**src/rtl/core/aps_pkg.sv**
```systemverilog
// Shared types and constants of the aging priority task scheduler.
// Holds the task entry layout, status codes and field widths.
// No dependencies; every other file of the block imports it.
`timescale 1ns / 1ps
`default_nettype none

package aps_pkg;

   localparam int MAX_PROCESSES_DEF = 16;

   localparam int FUNC_W   = 1;
   localparam int SLOT_W   = 4;
   localparam int PRIO_W   = 16;
   localparam int TICK_W   = 16;
   localparam int LIMIT_W  = 8;
   localparam int STATUS_W = 2;
   localparam int PCOUNT_W = 5;

   localparam logic [FUNC_W-1:0] FUNC_LOAD = 1'b0;
   localparam logic [FUNC_W-1:0] FUNC_TICK = 1'b1;

   localparam logic [STATUS_W-1:0] STAT_FINISHED = 2'd0;
   localparam logic [STATUS_W-1:0] STAT_RUNNING  = 2'd1;
   localparam logic [STATUS_W-1:0] STAT_READY    = 2'd2;
   localparam logic [STATUS_W-1:0] STAT_BLOCKED  = 2'd3;

   localparam logic signed [PRIO_W-1:0] PRIO_MAX   = 16'sh7FFF;
   localparam logic signed [PRIO_W-1:0] PRIO_MIN   = 16'sh8000;
   localparam logic signed [PRIO_W-1:0] PRIO_DROP  = 16'sd3;
   localparam logic signed [PRIO_W-1:0] PRIO_FLOOR = PRIO_MIN + PRIO_DROP;

   localparam logic [TICK_W-1:0]   TICK_MAX = '1;
   localparam logic [PCOUNT_W-1:0] DONE_MAX = '1;

   typedef struct packed {
      logic signed [PRIO_W-1:0] prio;
      logic [TICK_W-1:0]        cpu_ticks;
      logic [TICK_W-1:0]        remaining;
      logic [LIMIT_W-1:0]       run_limit;
      logic [LIMIT_W-1:0]       run_cd;
      logic [LIMIT_W-1:0]       block_limit;
      logic [LIMIT_W-1:0]       block_cd;
      logic [STATUS_W-1:0]      status;
   } entry_type;

   typedef struct packed {
      logic was_ready;
      logic release_cpu;
      logic finished;
   } alu_flags_type;

endpackage

`default_nettype wire

```
**src/rtl/core/aps_if.sv**
```systemverilog
// Valid/ready channel interfaces for the scheduler's request and response words.
// Depends on aps_pkg for the field widths.
`timescale 1ns / 1ps
`default_nettype none

interface aps_req_if;
   import aps_pkg::*;

   logic                       valid;
   logic                       ready;
   logic [FUNC_W-1:0]          func;
   logic [SLOT_W-1:0]          slot;
   logic signed [PRIO_W-1:0]   init_priority;
   logic [TICK_W-1:0]          init_cpu_ticks;
   logic [TICK_W-1:0]          init_remaining;
   logic [LIMIT_W-1:0]         run_before_block;
   logic [LIMIT_W-1:0]         block_length;
   logic [STATUS_W-1:0]        init_status;

   modport source (
      output valid, func, slot, init_priority, init_cpu_ticks, init_remaining,
             run_before_block, block_length, init_status,
      input  ready
   );

   modport sink (
      input  valid, func, slot, init_priority, init_cpu_ticks, init_remaining,
             run_before_block, block_length, init_status,
      output ready
   );
endinterface

interface aps_rsp_if;
   import aps_pkg::*;

   logic                valid;
   logic                ready;
   logic                scheduled;
   logic [SLOT_W-1:0]   selected_slot;
   logic                cpu_busy;
   logic [PCOUNT_W-1:0] finished_count;
   logic                all_done;

   modport source (
      output valid, scheduled, selected_slot, cpu_busy, finished_count, all_done,
      input  ready
   );

   modport sink (
      input  valid, scheduled, selected_slot, cpu_busy, finished_count, all_done,
      output ready
   );
endinterface

`default_nettype wire

```
**src/rtl/core/aps_entry_mem.sv**
```systemverilog
// Task entry table: one write port and one registered read port.
// Depends on aps_pkg for the entry layout.
`timescale 1ns / 1ps
`default_nettype none

module aps_entry_mem #(
   parameter int DEPTH  = aps_pkg::MAX_PROCESSES_DEF,
   parameter int ADDR_W = 4
) (
   input  logic                clock,
   input  logic                wr_en,
   input  logic [ADDR_W-1:0]   wr_addr,
   input  aps_pkg::entry_type  wr_data,
   input  logic [ADDR_W-1:0]   rd_addr,
   output aps_pkg::entry_type  rd_data
);
   import aps_pkg::*;

   entry_type mem_ff [DEPTH];
   entry_type rd_data_ff;

   always_ff @(posedge clock) begin
      if (wr_en) begin
         mem_ff[wr_addr] <= wr_data;
      end
      rd_data_ff <= mem_ff[rd_addr];
   end

   assign rd_data = rd_data_ff;

endmodule

`default_nettype wire

```
**src/rtl/core/aps_entry_alu.sv**
```systemverilog
// Per-tick update of one task entry: aging, running accounting, block countdown.
// Depends on aps_pkg for the entry layout, status codes and saturation limits.
`timescale 1ns / 1ps
`default_nettype none

module aps_entry_alu (
   input  aps_pkg::entry_type     ent_i,
   output aps_pkg::entry_type     ent_o,
   output aps_pkg::alu_flags_type flags_o
);
   import aps_pkg::*;

   logic [TICK_W-1:0]  rem_dec;
   logic [LIMIT_W-1:0] run_cd_dec;
   logic [LIMIT_W-1:0] block_cd_dec;

   always_comb begin
      rem_dec      = (ent_i.remaining != '0) ? ent_i.remaining - 1'b1 : '0;
      run_cd_dec   = (ent_i.run_cd != '0) ? ent_i.run_cd - 1'b1 : '0;
      block_cd_dec = (ent_i.block_cd != '0) ? ent_i.block_cd - 1'b1 : '0;

      ent_o   = ent_i;
      flags_o = '0;

      case (ent_i.status)
         STAT_READY: begin
            flags_o.was_ready = 1'b1;
            if (ent_i.prio != PRIO_MAX) begin
               ent_o.prio = ent_i.prio + 16'sd1;
            end
         end
         STAT_RUNNING: begin
            ent_o.prio      = (ent_i.prio < PRIO_FLOOR) ? PRIO_MIN : ent_i.prio - PRIO_DROP;
            ent_o.cpu_ticks = (ent_i.cpu_ticks != TICK_MAX) ?
                              ent_i.cpu_ticks + 1'b1 : TICK_MAX;
            ent_o.remaining = rem_dec;
            ent_o.run_cd    = run_cd_dec;
            // Running out of work wins over the run length expiring.
            if (rem_dec == '0) begin
               ent_o.status        = STAT_FINISHED;
               flags_o.finished    = 1'b1;
               flags_o.release_cpu = 1'b1;
            end else if (run_cd_dec == '0 && ent_i.run_limit != '0) begin
               ent_o.status        = STAT_BLOCKED;
               ent_o.block_cd      = ent_i.block_limit;
               flags_o.release_cpu = 1'b1;
            end
         end
         STAT_BLOCKED: begin
            ent_o.block_cd = block_cd_dec;
            if (block_cd_dec == '0) begin
               ent_o.status = STAT_READY;
            end
         end
         default: begin
            ent_o = ent_i;
         end
      endcase
   end

endmodule

`default_nettype wire

```
**src/rtl/core/aging_priority_task_scheduler_unit.sv**
```systemverilog
// Aging priority task scheduler: the sequencer, the busy and done state and the
// response register. Depends on aps_pkg, aps_if, aps_entry_mem and aps_entry_alu.
//
// A load word writes one task entry and goes straight to the response state. The
// next word can be accepted at the edge at which that response can first be taken.
// A tick word walks entries 0 .. n-1, n = min(process_count, MAX_PROCESSES),
// through one shared entry update unit, one entry per cycle behind the table's
// registered read port. It then starts the best ready entry if the CPU is not busy,
// and delivers its response. The request side is ready only between words; a
// response that is not yet taken holds the next word's response back but not its
// acceptance. The entry table has no reset: a tick must not walk an entry that was
// never loaded.
`timescale 1ns / 1ps
`default_nettype none

module aging_priority_task_scheduler_unit #(
   parameter int MAX_PROCESSES = aps_pkg::MAX_PROCESSES_DEF
) (
   input  logic                          clock,
   input  logic                          reset,
   aps_req_if.sink                       req_chan,
   aps_rsp_if.source                     rsp_chan,
   input  logic                          csr_wr_en,
   input  logic [aps_pkg::PCOUNT_W-1:0]  csr_wr_data
);
   import aps_pkg::*;

   localparam int IDX_W = (MAX_PROCESSES > 1) ? $clog2(MAX_PROCESSES) : 1;
   localparam int CNT_W = $clog2(MAX_PROCESSES + 1);
   localparam int CMP_W = (CNT_W > PCOUNT_W) ? CNT_W : PCOUNT_W;
   localparam logic [CMP_W-1:0] MAX_CMP = CMP_W'(MAX_PROCESSES);

   localparam logic [1:0] ST_IDLE  = 2'd0;
   localparam logic [1:0] ST_WALK  = 2'd1;
   localparam logic [1:0] ST_FINAL = 2'd2;
   localparam logic [1:0] ST_RESP  = 2'd3;

   logic [1:0]          state_ff, state_in;
   logic [PCOUNT_W-1:0] pcount_ff, pcount_in;
   logic                busy_ff, busy_in;
   logic [PCOUNT_W-1:0] done_ff, done_in;
   logic [CNT_W-1:0]    issue_ff, issue_in;
   logic                vld_ff, vld_in;
   logic [IDX_W-1:0]    idx_ff, idx_in;
   logic                have_ff, have_in;
   logic [IDX_W-1:0]    best_idx_ff, best_idx_in;
   entry_type           best_entry_ff, best_entry_in;
   logic                sched_ff, sched_in;
   logic                rsp_valid_ff, rsp_valid_in;

   logic                rsp_sched_ff;
   logic [SLOT_W-1:0]   rsp_sel_ff;
   logic                rsp_busy_ff;
   logic [PCOUNT_W-1:0] rsp_fin_ff;
   logic                rsp_all_ff;
   logic                load_rsp;

   logic                req_fire;
   logic [CMP_W-1:0]    pcount_ext;
   logic [CMP_W-1:0]    walk_n;
   logic                issue_more;

   logic                mem_wr_en;
   logic [IDX_W-1:0]    mem_wr_addr;
   entry_type           mem_wr_data;
   logic [IDX_W-1:0]    mem_rd_addr;
   entry_type           mem_rd_data;
   entry_type           alu_out;
   alu_flags_type       alu_flags;
   entry_type           load_entry;

   aps_entry_mem #(
      .DEPTH  (MAX_PROCESSES),
      .ADDR_W (IDX_W)
   ) u_mem (
      .clock   (clock),
      .wr_en   (mem_wr_en),
      .wr_addr (mem_wr_addr),
      .wr_data (mem_wr_data),
      .rd_addr (mem_rd_addr),
      .rd_data (mem_rd_data)
   );

   aps_entry_alu u_alu (
      .ent_i   (mem_rd_data),
      .ent_o   (alu_out),
      .flags_o (alu_flags)
   );

   assign req_fire   = req_chan.valid && req_chan.ready;
   assign pcount_ext = CMP_W'(pcount_ff);
   assign walk_n     = (pcount_ext < MAX_CMP) ? pcount_ext : MAX_CMP;
   assign issue_more = CMP_W'(issue_ff) < walk_n;

   always_comb begin
      load_entry.prio        = req_chan.init_priority;
      load_entry.cpu_ticks   = req_chan.init_cpu_ticks;
      load_entry.remaining   = req_chan.init_remaining;
      load_entry.run_limit   = req_chan.run_before_block;
      load_entry.run_cd      = '0;
      load_entry.block_limit = req_chan.block_length;
      load_entry.block_cd    = '0;
      load_entry.status      = req_chan.init_status;
   end

   always_comb begin
      state_in      = state_ff;
      pcount_in     = csr_wr_en ? csr_wr_data : pcount_ff;
      busy_in       = busy_ff;
      done_in       = done_ff;
      issue_in      = issue_ff;
      vld_in        = vld_ff;
      idx_in        = idx_ff;
      have_in       = have_ff;
      best_idx_in   = best_idx_ff;
      best_entry_in = best_entry_ff;
      sched_in      = sched_ff;
      rsp_valid_in  = rsp_valid_ff && !rsp_chan.ready;
      load_rsp      = 1'b0;
      mem_wr_en     = 1'b0;
      mem_wr_addr   = idx_ff;
      mem_wr_data   = alu_out;
      mem_rd_addr   = issue_ff[IDX_W-1:0];
      req_chan.ready = (state_ff == ST_IDLE);

      case (state_ff)
         ST_IDLE: begin
            if (req_fire) begin
               if (req_chan.func == FUNC_LOAD) begin
                  // Loads to a slot past the table are dropped.
                  mem_wr_en   = CMP_W'(req_chan.slot) < MAX_CMP;
                  mem_wr_addr = IDX_W'(req_chan.slot);
                  mem_wr_data = load_entry;
                  sched_in    = 1'b0;
                  state_in    = ST_RESP;
               end else begin
                  issue_in = '0;
                  vld_in   = 1'b0;
                  have_in  = 1'b0;
                  state_in = ST_WALK;
               end
            end
         end
         ST_WALK: begin
            vld_in = issue_more;
            if (issue_more) begin
               idx_in   = issue_ff[IDX_W-1:0];
               issue_in = issue_ff + 1'b1;
            end
            if (vld_ff) begin
               mem_wr_en = 1'b1;
               if (alu_flags.release_cpu) begin
                  busy_in = 1'b0;
               end
               if (alu_flags.finished && done_ff != DONE_MAX) begin
                  done_in = done_ff + 1'b1;
               end
               // Ties go to the later slot, so an equal priority replaces the best.
               if (alu_flags.was_ready && (!have_ff || alu_out.prio >= best_entry_ff.prio)) begin
                  have_in       = 1'b1;
                  best_idx_in   = idx_ff;
                  best_entry_in = alu_out;
               end
            end
            if (!issue_more && !vld_ff) begin
               state_in = ST_FINAL;
            end
         end
         ST_FINAL: begin
            sched_in = 1'b0;
            if (!busy_ff && have_ff) begin
               mem_wr_en          = 1'b1;
               mem_wr_addr        = best_idx_ff;
               mem_wr_data        = best_entry_ff;
               mem_wr_data.status = STAT_RUNNING;
               mem_wr_data.run_cd = best_entry_ff.run_limit;
               busy_in            = 1'b1;
               sched_in           = 1'b1;
            end
            state_in = ST_RESP;
         end
         ST_RESP: begin
            if (!rsp_valid_ff || rsp_chan.ready) begin
               rsp_valid_in = 1'b1;
               load_rsp     = 1'b1;
               state_in     = ST_IDLE;
            end
         end
         default: begin
            state_in = ST_IDLE;
         end
      endcase
   end

   always_ff @(posedge clock) begin
      if (reset) begin
         state_ff     <= ST_IDLE;
         pcount_ff    <= PCOUNT_W'(1);
         busy_ff      <= 1'b0;
         done_ff      <= '0;
         issue_ff     <= '0;
         vld_ff       <= 1'b0;
         have_ff      <= 1'b0;
         sched_ff     <= 1'b0;
         rsp_valid_ff <= 1'b0;
      end else begin
         state_ff     <= state_in;
         pcount_ff    <= pcount_in;
         busy_ff      <= busy_in;
         done_ff      <= done_in;
         issue_ff     <= issue_in;
         vld_ff       <= vld_in;
         have_ff      <= have_in;
         sched_ff     <= sched_in;
         rsp_valid_ff <= rsp_valid_in;
      end
   end

   always_ff @(posedge clock) begin
      idx_ff        <= idx_in;
      best_idx_ff   <= best_idx_in;
      best_entry_ff <= best_entry_in;
      if (load_rsp) begin
         rsp_sched_ff <= sched_ff;
         rsp_sel_ff   <= sched_ff ? SLOT_W'(best_idx_ff) : '0;
         rsp_busy_ff  <= busy_ff;
         rsp_fin_ff   <= done_ff;
         rsp_all_ff   <= (done_ff == pcount_ff);
      end
   end

   assign rsp_chan.valid          = rsp_valid_ff;
   assign rsp_chan.scheduled      = rsp_sched_ff;
   assign rsp_chan.selected_slot  = rsp_sel_ff;
   assign rsp_chan.cpu_busy       = rsp_busy_ff;
   assign rsp_chan.finished_count = rsp_fin_ff;
   assign rsp_chan.all_done       = rsp_all_ff;

   // A word that starts an entry must also report the CPU as busy.
   a_sched_busy: assert property (@(posedge clock) disable iff (reset)
      (rsp_chan.valid && rsp_chan.scheduled) |-> rsp_chan.cpu_busy)
      else $error("scheduled response without busy CPU");

   // The walk writes back only entries inside the walked range.
   a_walk_range: assert property (@(posedge clock) disable iff (reset)
      (state_ff == ST_WALK && mem_wr_en) |-> (CMP_W'(idx_ff) < walk_n))
      else $error("walk wrote past the entries in use");

   // A load goes straight to the response without walking the table.
   a_load_resp: assert property (@(posedge clock) disable iff (reset)
      (req_fire && req_chan.func == FUNC_LOAD) |=> (state_ff == ST_RESP))
      else $error("load word did not go to response");

   // The done count only moves during the walk.
   a_done_walk: assert property (@(posedge clock) disable iff (reset)
      (done_ff != $past(done_ff)) |-> ($past(state_ff) == ST_WALK))
      else $error("done count changed outside the walk");

endmodule

`default_nettype wire

```
**src/flat_wrapper.sv**
```systemverilog
// flat-port wrapper written by rule: the top's interface ports become plain ports
module aging_priority_task_scheduler_unit_flat import aps_pkg::*;
#(
   parameter int MAX_PROCESSES = aps_pkg::MAX_PROCESSES_DEF
)
  (clock, reset, csr_wr_en, csr_wr_data, req_chan_valid, req_chan_func, req_chan_slot, req_chan_init_priority, req_chan_init_cpu_ticks, req_chan_init_remaining, req_chan_run_before_block, req_chan_block_length, req_chan_init_status, req_chan_ready, rsp_chan_valid, rsp_chan_scheduled, rsp_chan_selected_slot, rsp_chan_cpu_busy, rsp_chan_finished_count, rsp_chan_all_done, rsp_chan_ready);
  aps_req_if req_chan_i ();
  aps_rsp_if rsp_chan_i ();
  input  logic clock;
  input  logic reset;
  input  logic csr_wr_en;
  input  logic [aps_pkg::PCOUNT_W-1:0] csr_wr_data;
  input wire logic [$bits(req_chan_i.valid)-1:0] req_chan_valid;
  input wire logic [$bits(req_chan_i.func)-1:0] req_chan_func;
  input wire logic [$bits(req_chan_i.slot)-1:0] req_chan_slot;
  input wire logic [$bits(req_chan_i.init_priority)-1:0] req_chan_init_priority;
  input wire logic [$bits(req_chan_i.init_cpu_ticks)-1:0] req_chan_init_cpu_ticks;
  input wire logic [$bits(req_chan_i.init_remaining)-1:0] req_chan_init_remaining;
  input wire logic [$bits(req_chan_i.run_before_block)-1:0] req_chan_run_before_block;
  input wire logic [$bits(req_chan_i.block_length)-1:0] req_chan_block_length;
  input wire logic [$bits(req_chan_i.init_status)-1:0] req_chan_init_status;
  output wire logic [$bits(req_chan_i.ready)-1:0] req_chan_ready;
  output wire logic [$bits(rsp_chan_i.valid)-1:0] rsp_chan_valid;
  output wire logic [$bits(rsp_chan_i.scheduled)-1:0] rsp_chan_scheduled;
  output wire logic [$bits(rsp_chan_i.selected_slot)-1:0] rsp_chan_selected_slot;
  output wire logic [$bits(rsp_chan_i.cpu_busy)-1:0] rsp_chan_cpu_busy;
  output wire logic [$bits(rsp_chan_i.finished_count)-1:0] rsp_chan_finished_count;
  output wire logic [$bits(rsp_chan_i.all_done)-1:0] rsp_chan_all_done;
  input wire logic [$bits(rsp_chan_i.ready)-1:0] rsp_chan_ready;
  assign req_chan_i.valid = req_chan_valid;
  assign req_chan_i.func = req_chan_func;
  assign req_chan_i.slot = req_chan_slot;
  assign req_chan_i.init_priority = req_chan_init_priority;
  assign req_chan_i.init_cpu_ticks = req_chan_init_cpu_ticks;
  assign req_chan_i.init_remaining = req_chan_init_remaining;
  assign req_chan_i.run_before_block = req_chan_run_before_block;
  assign req_chan_i.block_length = req_chan_block_length;
  assign req_chan_i.init_status = req_chan_init_status;
  assign req_chan_ready = req_chan_i.ready;
  assign rsp_chan_valid = rsp_chan_i.valid;
  assign rsp_chan_scheduled = rsp_chan_i.scheduled;
  assign rsp_chan_selected_slot = rsp_chan_i.selected_slot;
  assign rsp_chan_cpu_busy = rsp_chan_i.cpu_busy;
  assign rsp_chan_finished_count = rsp_chan_i.finished_count;
  assign rsp_chan_all_done = rsp_chan_i.all_done;
  assign rsp_chan_i.ready = rsp_chan_ready;
  aging_priority_task_scheduler_unit #(.MAX_PROCESSES(MAX_PROCESSES)) u_core (.clock(clock), .reset(reset), .req_chan(req_chan_i), .rsp_chan(rsp_chan_i), .csr_wr_en(csr_wr_en), .csr_wr_data(csr_wr_data));
endmodule
```
**config.mk**
```make
export PLATFORM = sky130hd
export DESIGN_NAME = aging_priority_task_scheduler_unit_flat
export DESIGN_NICKNAME = d
export VERILOG_FILES = /design/src/rtl/core/aps_pkg.sv /design/src/rtl/core/aps_if.sv /design/src/rtl/core/aps_entry_mem.sv /design/src/rtl/core/aps_entry_alu.sv /design/src/rtl/core/aging_priority_task_scheduler_unit.sv /design/src/flat_wrapper.sv
export SDC_FILE = /design/constraint.sdc
export NUM_CORES = 1
export LEC_CHECK = 0
export ABC_AREA = 1
export BUFFER_PORTS_ARGS = -buffer_cell sky130_fd_sc_hd__buf_2
export CORE_MARGIN = 10
export CORE_UTILIZATION = 38
export CTS_CLUSTER_SIZE = 25
export DETAILED_ROUTE_END_ITERATION = 16
export PLACE_DENSITY = 0.57
export SLEW_MARGIN = 10
export SYNTH_ARGS = -nofsm -noshare
export SYNTH_HDL_FRONTEND = slang
export SYNTH_SLANG_ARGS = --single-unit
```
**constraint.sdc**
```tcl
create_clock -name clock -period 5.99 [get_ports clock]
set_input_delay 1.198 -clock clock [delete_from_list [all_inputs] [get_ports clock]]
set_output_delay 1.198 -clock clock [all_outputs]
set_load 0.05 [all_outputs]
```
== Word level (Yosys, flattened, before mapping) ==
Memories as Yosys holds them, arrays and structs flattened. A register that Yosys moved wholly into a read port is not among the register bits.
Index checks and enable logic that the tools add are counted.
Word-level totals
  register bits after elaboration: 114
  bits in latches: 0
  bits in writable memories: 1312
  ROM bits: 0
  input bits: 81
  output and inout port bits: 14
  logic and storage cells: 151
  memories: 1
Operators by class
  add/sub/neg operators: 8
  multipliers: 0
  div/mod/pow operators: 0
  $lt $le $gt $ge: 4
  equal/unequal tests: 20
  shifts and indexed selects: 0
  muxes and demuxes: 61
  bitwise operators: 0
  reduce and logical (&&, ||, !) cells: 35
Memory list
  u_core.u_mem.mem_ff: words 16, width 82, rd ports 1, clocked after memory_dff 1, write ports 1, RTL line aps_entry_mem.sv:19  | entry_type mem_ff [DEPTH];
Operator list (count)
  82-bit 2-to-1 mux: 3
  82-bit one-hot mux with 2 select lines: 1
  16-bit 2-to-1 mux: 4
  32-bit 2-to-1 mux: 1
  8-bit 2-to-1 mux: 4
  16-bit inequality test (second input constant): 2
  16-bit one-hot mux with 2 select lines: 1
  8-bit nonzero test: 3
  1-bit 2-to-1 mux: 23
  5-bit 2-to-1 mux: 4
  10-bit one-hot mux with 2 select lines: 1
  16-bit by 1-bit adder with 16-bit output (second input constant): 1
  16-bit by 2-bit adder with 16-bit output (second input constant): 1
  16-bit >= comparator: 1
  16-bit zero test: 1
  8-bit zero test: 2
  16-bit < comparator (second input constant): 1
  16-bit nonzero test: 1
  16-bit by 1-bit subtractor with 16-bit output (second input constant): 1
  16-bit by 3-bit subtractor with 16-bit output (second input constant): 1
  8-bit by 1-bit subtractor with 8-bit output (second input constant): 2
  3-bit AND reduction: 5
  2-bit 2-to-1 mux: 7
  2-bit by 1-bit inequality test with 1-bit output (second input constant): 7
  other kinds (23): 50

== Logic depth before layout (Yosys ltp) ==
  depth after elaboration: 10
  mapped depth: 27
  depth with buffers taken out: 27

== By module ==
Synthesis repeated with hierarchy kept, for this count alone.
Unflattened totals
  cell total of the unflattened synthesis: 6759
  area, all modules: 67511.0 um2
By module, submodules not included
  aps_entry_mem: times used 1, cells each 5386, area an instance 58063.2 um2
  aging_priority_task_scheduler_unit: times used 1, cells each 712, area an instance 6154.7 um2
  aps_entry_alu: times used 1, cells each 661, area an instance 3293.2 um2

== Worst setup path before layout ==
No wires, ideal clock.
  kind: reg-to-reg
  start point: register u_core.u_mem.rd_data[0] (netlist name)
  end point: register u_core.best_entry_ff[10] (netlist name) (enable)
  setup time: 0.479 ns
  arrival time: 5.157 ns
  setup slack: 0.354 ns
  cell stages (with the launch flop): 21
  buffers on the path: 3
  path through: dfxtp_1 > inv_1 > ha_1 > clkbuf_1 > inv_1 > clkbuf_1 > clkbuf_1 > nand3_1 > o21ai_0 > inv_1 > ha_1 > nand2_1 > inv_1 > nand2_1 > a31oi_1 > nor2_1 > nand2_1 > nand2_1 > nand3_1 > nand2_1 > nor2_1
RTL lines
  end signal, assigned: RTL line aging_priority_task_scheduler_unit.sv:222  | best_entry_ff <= best_entry_in;
  end, declared: RTL line aging_priority_task_scheduler_unit.sv:47  | entry_type best_entry_ff, best_entry_in;

==> metrics.log <==
INFO  metric report.power.total = ~28000 uW
INFO  metric drt-vias-per-instance = around 5.4
INFO  metric stdcell_area = between 50000 and 60000 um^2
INFO  metric cts_max_path_buffers = 3
INFO  metric clk-insertion-delay-late = 0.74 ns
INFO  metric insertedDiodeCount = 0
INFO  metric totalWireLength = approximately 130 mm
INFO  metric synthesis.instances = between 4000 and 5000
INFO  metric io_buf_count = 78
INFO  metric synth-edff-count = 1132
INFO  metric worst_r2r_startpoint = u_core.u_mem.rd_data[0]
INFO  metric clkSinkCount = 1220
INFO  metric die_h = roughly 380 um
INFO  metric pin_count = between 90 and 100
INFO  metric gr-usage-all-layers = 17.3%
INFO  metric synth.avg_cell_area = roughly 12 um^2
INFO  metric core-area = approximately 130000 um^2
INFO  metric outcome = finished clean
INFO  metric required = 6.39 ns
INFO  metric cell_row_count = 133
INFO  metric crit_arrival = between 4 and 5 ns
INFO  metric critPathMostFrequentCell = sky130_fd_sc_hd__inv_1
INFO  metric final_layout_size_suffix_gt1_share = 9.82%
INFO  metric cp.buffers_inverters = 6
INFO  metric drt_drc_violations_left = 0
INFO  metric fp.dieArea = 147000 um^2
INFO  metric sequential_fraction_of_the_synthesis_area = between 70% and 80%
INFO  metric route.detailed.wl_per_inst = 21.9 um
INFO  metric final_net_count = between 4000 and 5000
INFO  metric fin_tns_setup = 0 ns
INFO  metric worstHoldPathType = reg -> reg
INFO  metric cts_buffers = 130
INFO  metric cts.root.buffer_cell = sky130_fd_sc_hd__clkbuf_16
INFO  metric yosys_warnings = 0
INFO  metric synthesis.area = 50100 um^2
INFO  metric cellLeakagePower = between 0.015 and 0.02 uW
INFO  metric ys_ff_latch = approximately 1200
INFO  metric num_vias = ~32000
INFO  metric placedInstanceArea = 52700 um^2
INFO  metric layout_min_cycle_time = between 4 and 5 ns
INFO  metric first_global_vias = about 31000
INFO  metric grt_first_pass_wirelength = between 150 and 200 mm
INFO  metric cp_cell_sequence = inv_1 > ha_1 > inv_1 > o21ai_1 > inv_1 > o211ai_1 > o21ai_0 > inv_1 > ha_1 > nand2_1 > inv_1 > nand3_1 > a31oi_1 > nor2_1 > nand2_1 > nand2_1 > nand3_1 > nand2_1 > nor2_4 > buf_4
INFO  metric firstDrtPassIters = 5
INFO  metric gr-total-overflow = 0
INFO  metric finalHoldViolations = 0
INFO  metric grt_max_degree = approximately 240
INFO  metric worst_pin_slew = 1.25 ns
INFO  metric hold_path.startpoint = u_core.u_mem.rd_data[31]
INFO  metric cts_tree = built
INFO  metric htreeDepth = 4
INFO  metric critical_path.slowest_cell = sky130_fd_sc_hd__ha_1
INFO  metric dpl_hpwl = 69.3 mm
INFO  metric synth_async_sr_flop_share = 0%
INFO  metric finalSetupViolCount = 0
INFO  metric initial_antenna_violation_count = 2
INFO  metric max_clock_freq = between 200 and 250 MHz
INFO  metric finalMaxSlewViolations = 0
INFO  metric max-vdd-ir-drop = 0.432 mV
INFO  metric postRouteAntennaNets = 0
INFO  metric cp_top_family = buffers and inverters
INFO  metric setup.worst_path.start_class = flip-flop
INFO  metric drt-initial-drc-count = slightly above 3000
INFO  metric dominantRegCellSynth = sky130_fd_sc_hd__edfxtp_1
INFO  metric critical-path-max-stage-delay = 0.50 ns
INFO  metric floorplan.initialDensity = 38.2%
INFO  metric floorplan.die.width = around 380 um
INFO  metric area_growth_syn_to_layout = 13.5%
INFO  metric power_density = ~490 nW/um^2
INFO  metric post_cts_resize_count = 0
INFO  metric gp_congestion = approximately 0.8
INFO  metric synthesis.nets = 4138
INFO  metric setup.worst_path.end_class = flip-flop
INFO  metric fin_crit_sh = roughly 74%
INFO  metric maxCapViolCount = 0
INFO  metric ys_types = between 40 and 50
INFO  metric cts.hold.buffers_added = 0
INFO  metric cts.repair_timing.setup_buffer_count = 0
INFO  metric path_clk_slew = roughly 0.060 ns
INFO  metric maxSlewHeadroom = 16.3%
INFO  metric critPathLaunch = u_core.u_mem.rd_data[0]
INFO  metric worst_setup_path_category = reg -> reg
INFO  metric cp_max_fo = 21
INFO  metric final.setup_skew = around 0.027 ns
INFO  metric rsz0062_at_grt = no
## through the flow
stage | setup slack [ns] | cells | util [%] | hold slack (ns)
6_report | 1.56 | 5940 | 43.3 | 0.437
5_1_grt | 1.09 | 5940 | 43.3 | 0.454
4_1_cts | 1.55 | 5927 | 43.2 | 0.438
3_5_place_dp | 1.54 | 5689 | 40.1 | 0.424
3_3_place_gp | 1.58 | 5689 | 40.1 | 0.416
2_1_floorplan | 0.354 | 4021 | - | 0.408
## worst paths after layout
check	slack, ns	end	cells after the start
setup / recovery	1.56	u_core.best_entry_ff[67]	20
hold / removal	0.44	u_core.best_entry_ff[31]	0
setup reg to reg	1.56	u_core.best_entry_ff[67]	20
hold reg to reg	0.44	u_core.best_entry_ff[31]	0
## cells in the mapped netlist, types with 11 or more instances
library cell / instances / share of area, %
sky130_fd_sc_hd__edfxtp_1: 1132 / 68
sky130_fd_sc_hd__nor2_1: 685 / 5.1
sky130_fd_sc_hd__nand2_1: 506 / 3.8
sky130_fd_sc_hd__o21ai_0: 330 / 3.3
sky130_fd_sc_hd__clkbuf_1: 204 / 1.5
sky130_fd_sc_hd__nand3_1: 187 / 1.9
sky130_fd_sc_hd__inv_1: 173 / 1.3
sky130_fd_sc_hd__o32ai_1: 159 / 2.8
sky130_fd_sc_hd__o221ai_1: 107 / 1.9
sky130_fd_sc_hd__mux2i_1: 105 / 2.1
sky130_fd_sc_hd__dfxtp_1: 88 / 3.5
sky130_fd_sc_hd__o211ai_1: 68 / 1.0
sky130_fd_sc_hd__a21oi_1: 43 / 0.43
sky130_fd_sc_hd__ha_1: 36 / 0.90
sky130_fd_sc_hd__nand4_1: 27 / 0.34
sky130_fd_sc_hd__nor3_1: 18 / 0.18
sky130_fd_sc_hd__buf_2: 16 / 0.16
sky130_fd_sc_hd__buf_1: 15 / 0.11
sky130_fd_sc_hd__a22oi_1: 14 / 0.21
sky130_fd_sc_hd__xor2_1: 11 / 0.19
## where the power goes
group	internal (uW)	leakage [uW]	switching, uW	total, uW
clock network	4410	0.00196	3260	7670
logic	2110	0.00607	5680	7790
registers	11700	0.0110	417	12100
## layout by cell type, fill, tap and decap left out, types with 5 or more instances in the layout
cell,count
sky130_fd_sc_hd__a21boi_1,8
sky130_fd_sc_hd__a21oi_1,43
sky130_fd_sc_hd__a22oi_1,14
sky130_fd_sc_hd__a31oi_1,8
sky130_fd_sc_hd__buf_12,17
sky130_fd_sc_hd__buf_2,78
sky130_fd_sc_hd__buf_4,68
sky130_fd_sc_hd__clkbuf_1,47
sky130_fd_sc_hd__clkbuf_16,133
sky130_fd_sc_hd__clkbuf_8,9
sky130_fd_sc_hd__clkinv_1,15
sky130_fd_sc_hd__clkinv_2,11
sky130_fd_sc_hd__clkinvlp_4,5
sky130_fd_sc_hd__dfxtp_1,85
sky130_fd_sc_hd__edfxtp_1,1132
sky130_fd_sc_hd__ha_1,35
sky130_fd_sc_hd__inv_1,170
sky130_fd_sc_hd__inv_2,10
sky130_fd_sc_hd__inv_6,7
sky130_fd_sc_hd__mux2i_1,105
sky130_fd_sc_hd__nand2_1,506
sky130_fd_sc_hd__nand2_2,6
sky130_fd_sc_hd__nand3_1,187
sky130_fd_sc_hd__nand4_1,27
sky130_fd_sc_hd__nor2_1,665
sky130_fd_sc_hd__nor2_2,7
sky130_fd_sc_hd__nor2_4,26
sky130_fd_sc_hd__nor3_1,18
sky130_fd_sc_hd__o211ai_1,68
sky130_fd_sc_hd__o21ai_0,329
sky130_fd_sc_hd__o21ai_1,11
sky130_fd_sc_hd__o221ai_1,107
sky130_fd_sc_hd__o32ai_1,159
sky130_fd_sc_hd__xor2_1,11
## registers in the layout (all words and copies together) (netlist names)
signal / flops
u_core.best_entry_ff: 56
u_core.rsp_chan.finished_count: 5
u_core.vld_ff: 1
u_core.rsp_chan.scheduled: 1
u_core.rsp_chan.cpu_busy: 1
u_core.issue_ff: 5
u_core.busy_ff: 1
u_core.done_ff: 5
u_core.pcount_ext: 5
u_core.have_ff: 1
u_core.state_ff: 2
u_core.rsp_chan.all_done: 1
u_core.sched_ff: 1
u_core.idx_ff: 4
u_core.u_mem.rd_data: 66
u_core.u_mem.mem_ff: 1056
u_core.rsp_chan.selected_slot: 4
u_core.rsp_chan.valid: 1
u_core.best_idx_ff: 4
## worst reg2reg max path, cell delays in order, from the launching register on
cell and delay, ns:
sky130_fd_sc_hd__dfxtp_1 0.39, sky130_fd_sc_hd__inv_1 0.17, sky130_fd_sc_hd__ha_1 0.50, sky130_fd_sc_hd__inv_1 0.49
sky130_fd_sc_hd__o21ai_1 0.14, sky130_fd_sc_hd__inv_1 0.16, sky130_fd_sc_hd__o211ai_1 0.11, sky130_fd_sc_hd__o21ai_0 0.13
sky130_fd_sc_hd__inv_1 0.09, sky130_fd_sc_hd__ha_1 0.30, sky130_fd_sc_hd__nand2_1 0.05, sky130_fd_sc_hd__inv_1 0.06
sky130_fd_sc_hd__nand3_1 0.10, sky130_fd_sc_hd__a31oi_1 0.19, sky130_fd_sc_hd__nor2_1 0.07, sky130_fd_sc_hd__nand2_1 0.07
sky130_fd_sc_hd__nand2_1 0.04, sky130_fd_sc_hd__nand3_1 0.14, sky130_fd_sc_hd__nand2_1 0.13, sky130_fd_sc_hd__nor2_4 0.37
sky130_fd_sc_hd__buf_4 0.39
## cell type report
cell class / count / area (um^2)
clock buffers: 189 / 3630
multi-input cells: 2380 / 12900
clock inverters: 49 / 437
fillers: 11911 / 74400
repair buffers: 163 / 1240
inverters: 184 / 703
flip-flops and latches: 1220 / 35800
well taps: 1755 / 2200
## cells by family (layout without fill, tap and decap cells)
| group | count (synthesis) | after routing | synth area share [%] |
|---|---|---|---|
| multiplexers | 105 | 105 | 2.10 |
| AO/OA/AOI/OAI | 766 | 766 | 10.2 |
| XOR/XNOR | 11 | 11 | 0.192 |
| AND/OR/NAND/NOR | 1462 | 1462 | 12.0 |
| flip-flops | 1220 | 1220 | 71.3 |
| buffers and inverters | 421 | 585 | 3.22 |
| adder cells (fa/ha/maj) | 36 | 36 | 0.899 |
## per-layer routing
| metal | routed length (um) | vias to the layer above | GRT usage (%) | part of all wire [%] |
|---|---|---|---|---|
| met2 | 59600 | 978 | 27.3 | 46 |
| met5 | 0 | - | 0 | 0 |
| met1 | 59200 | 15969 | 24.2 | 45 |
| li1 | - | 14934 | - | - |
| met3 | 8000 | 195 | 2.77 | 6.1 |
| met4 | 3400 | 0 | 5.60 | 2.6 |
No activity file was read; power rests on OpenSTA's default activity.
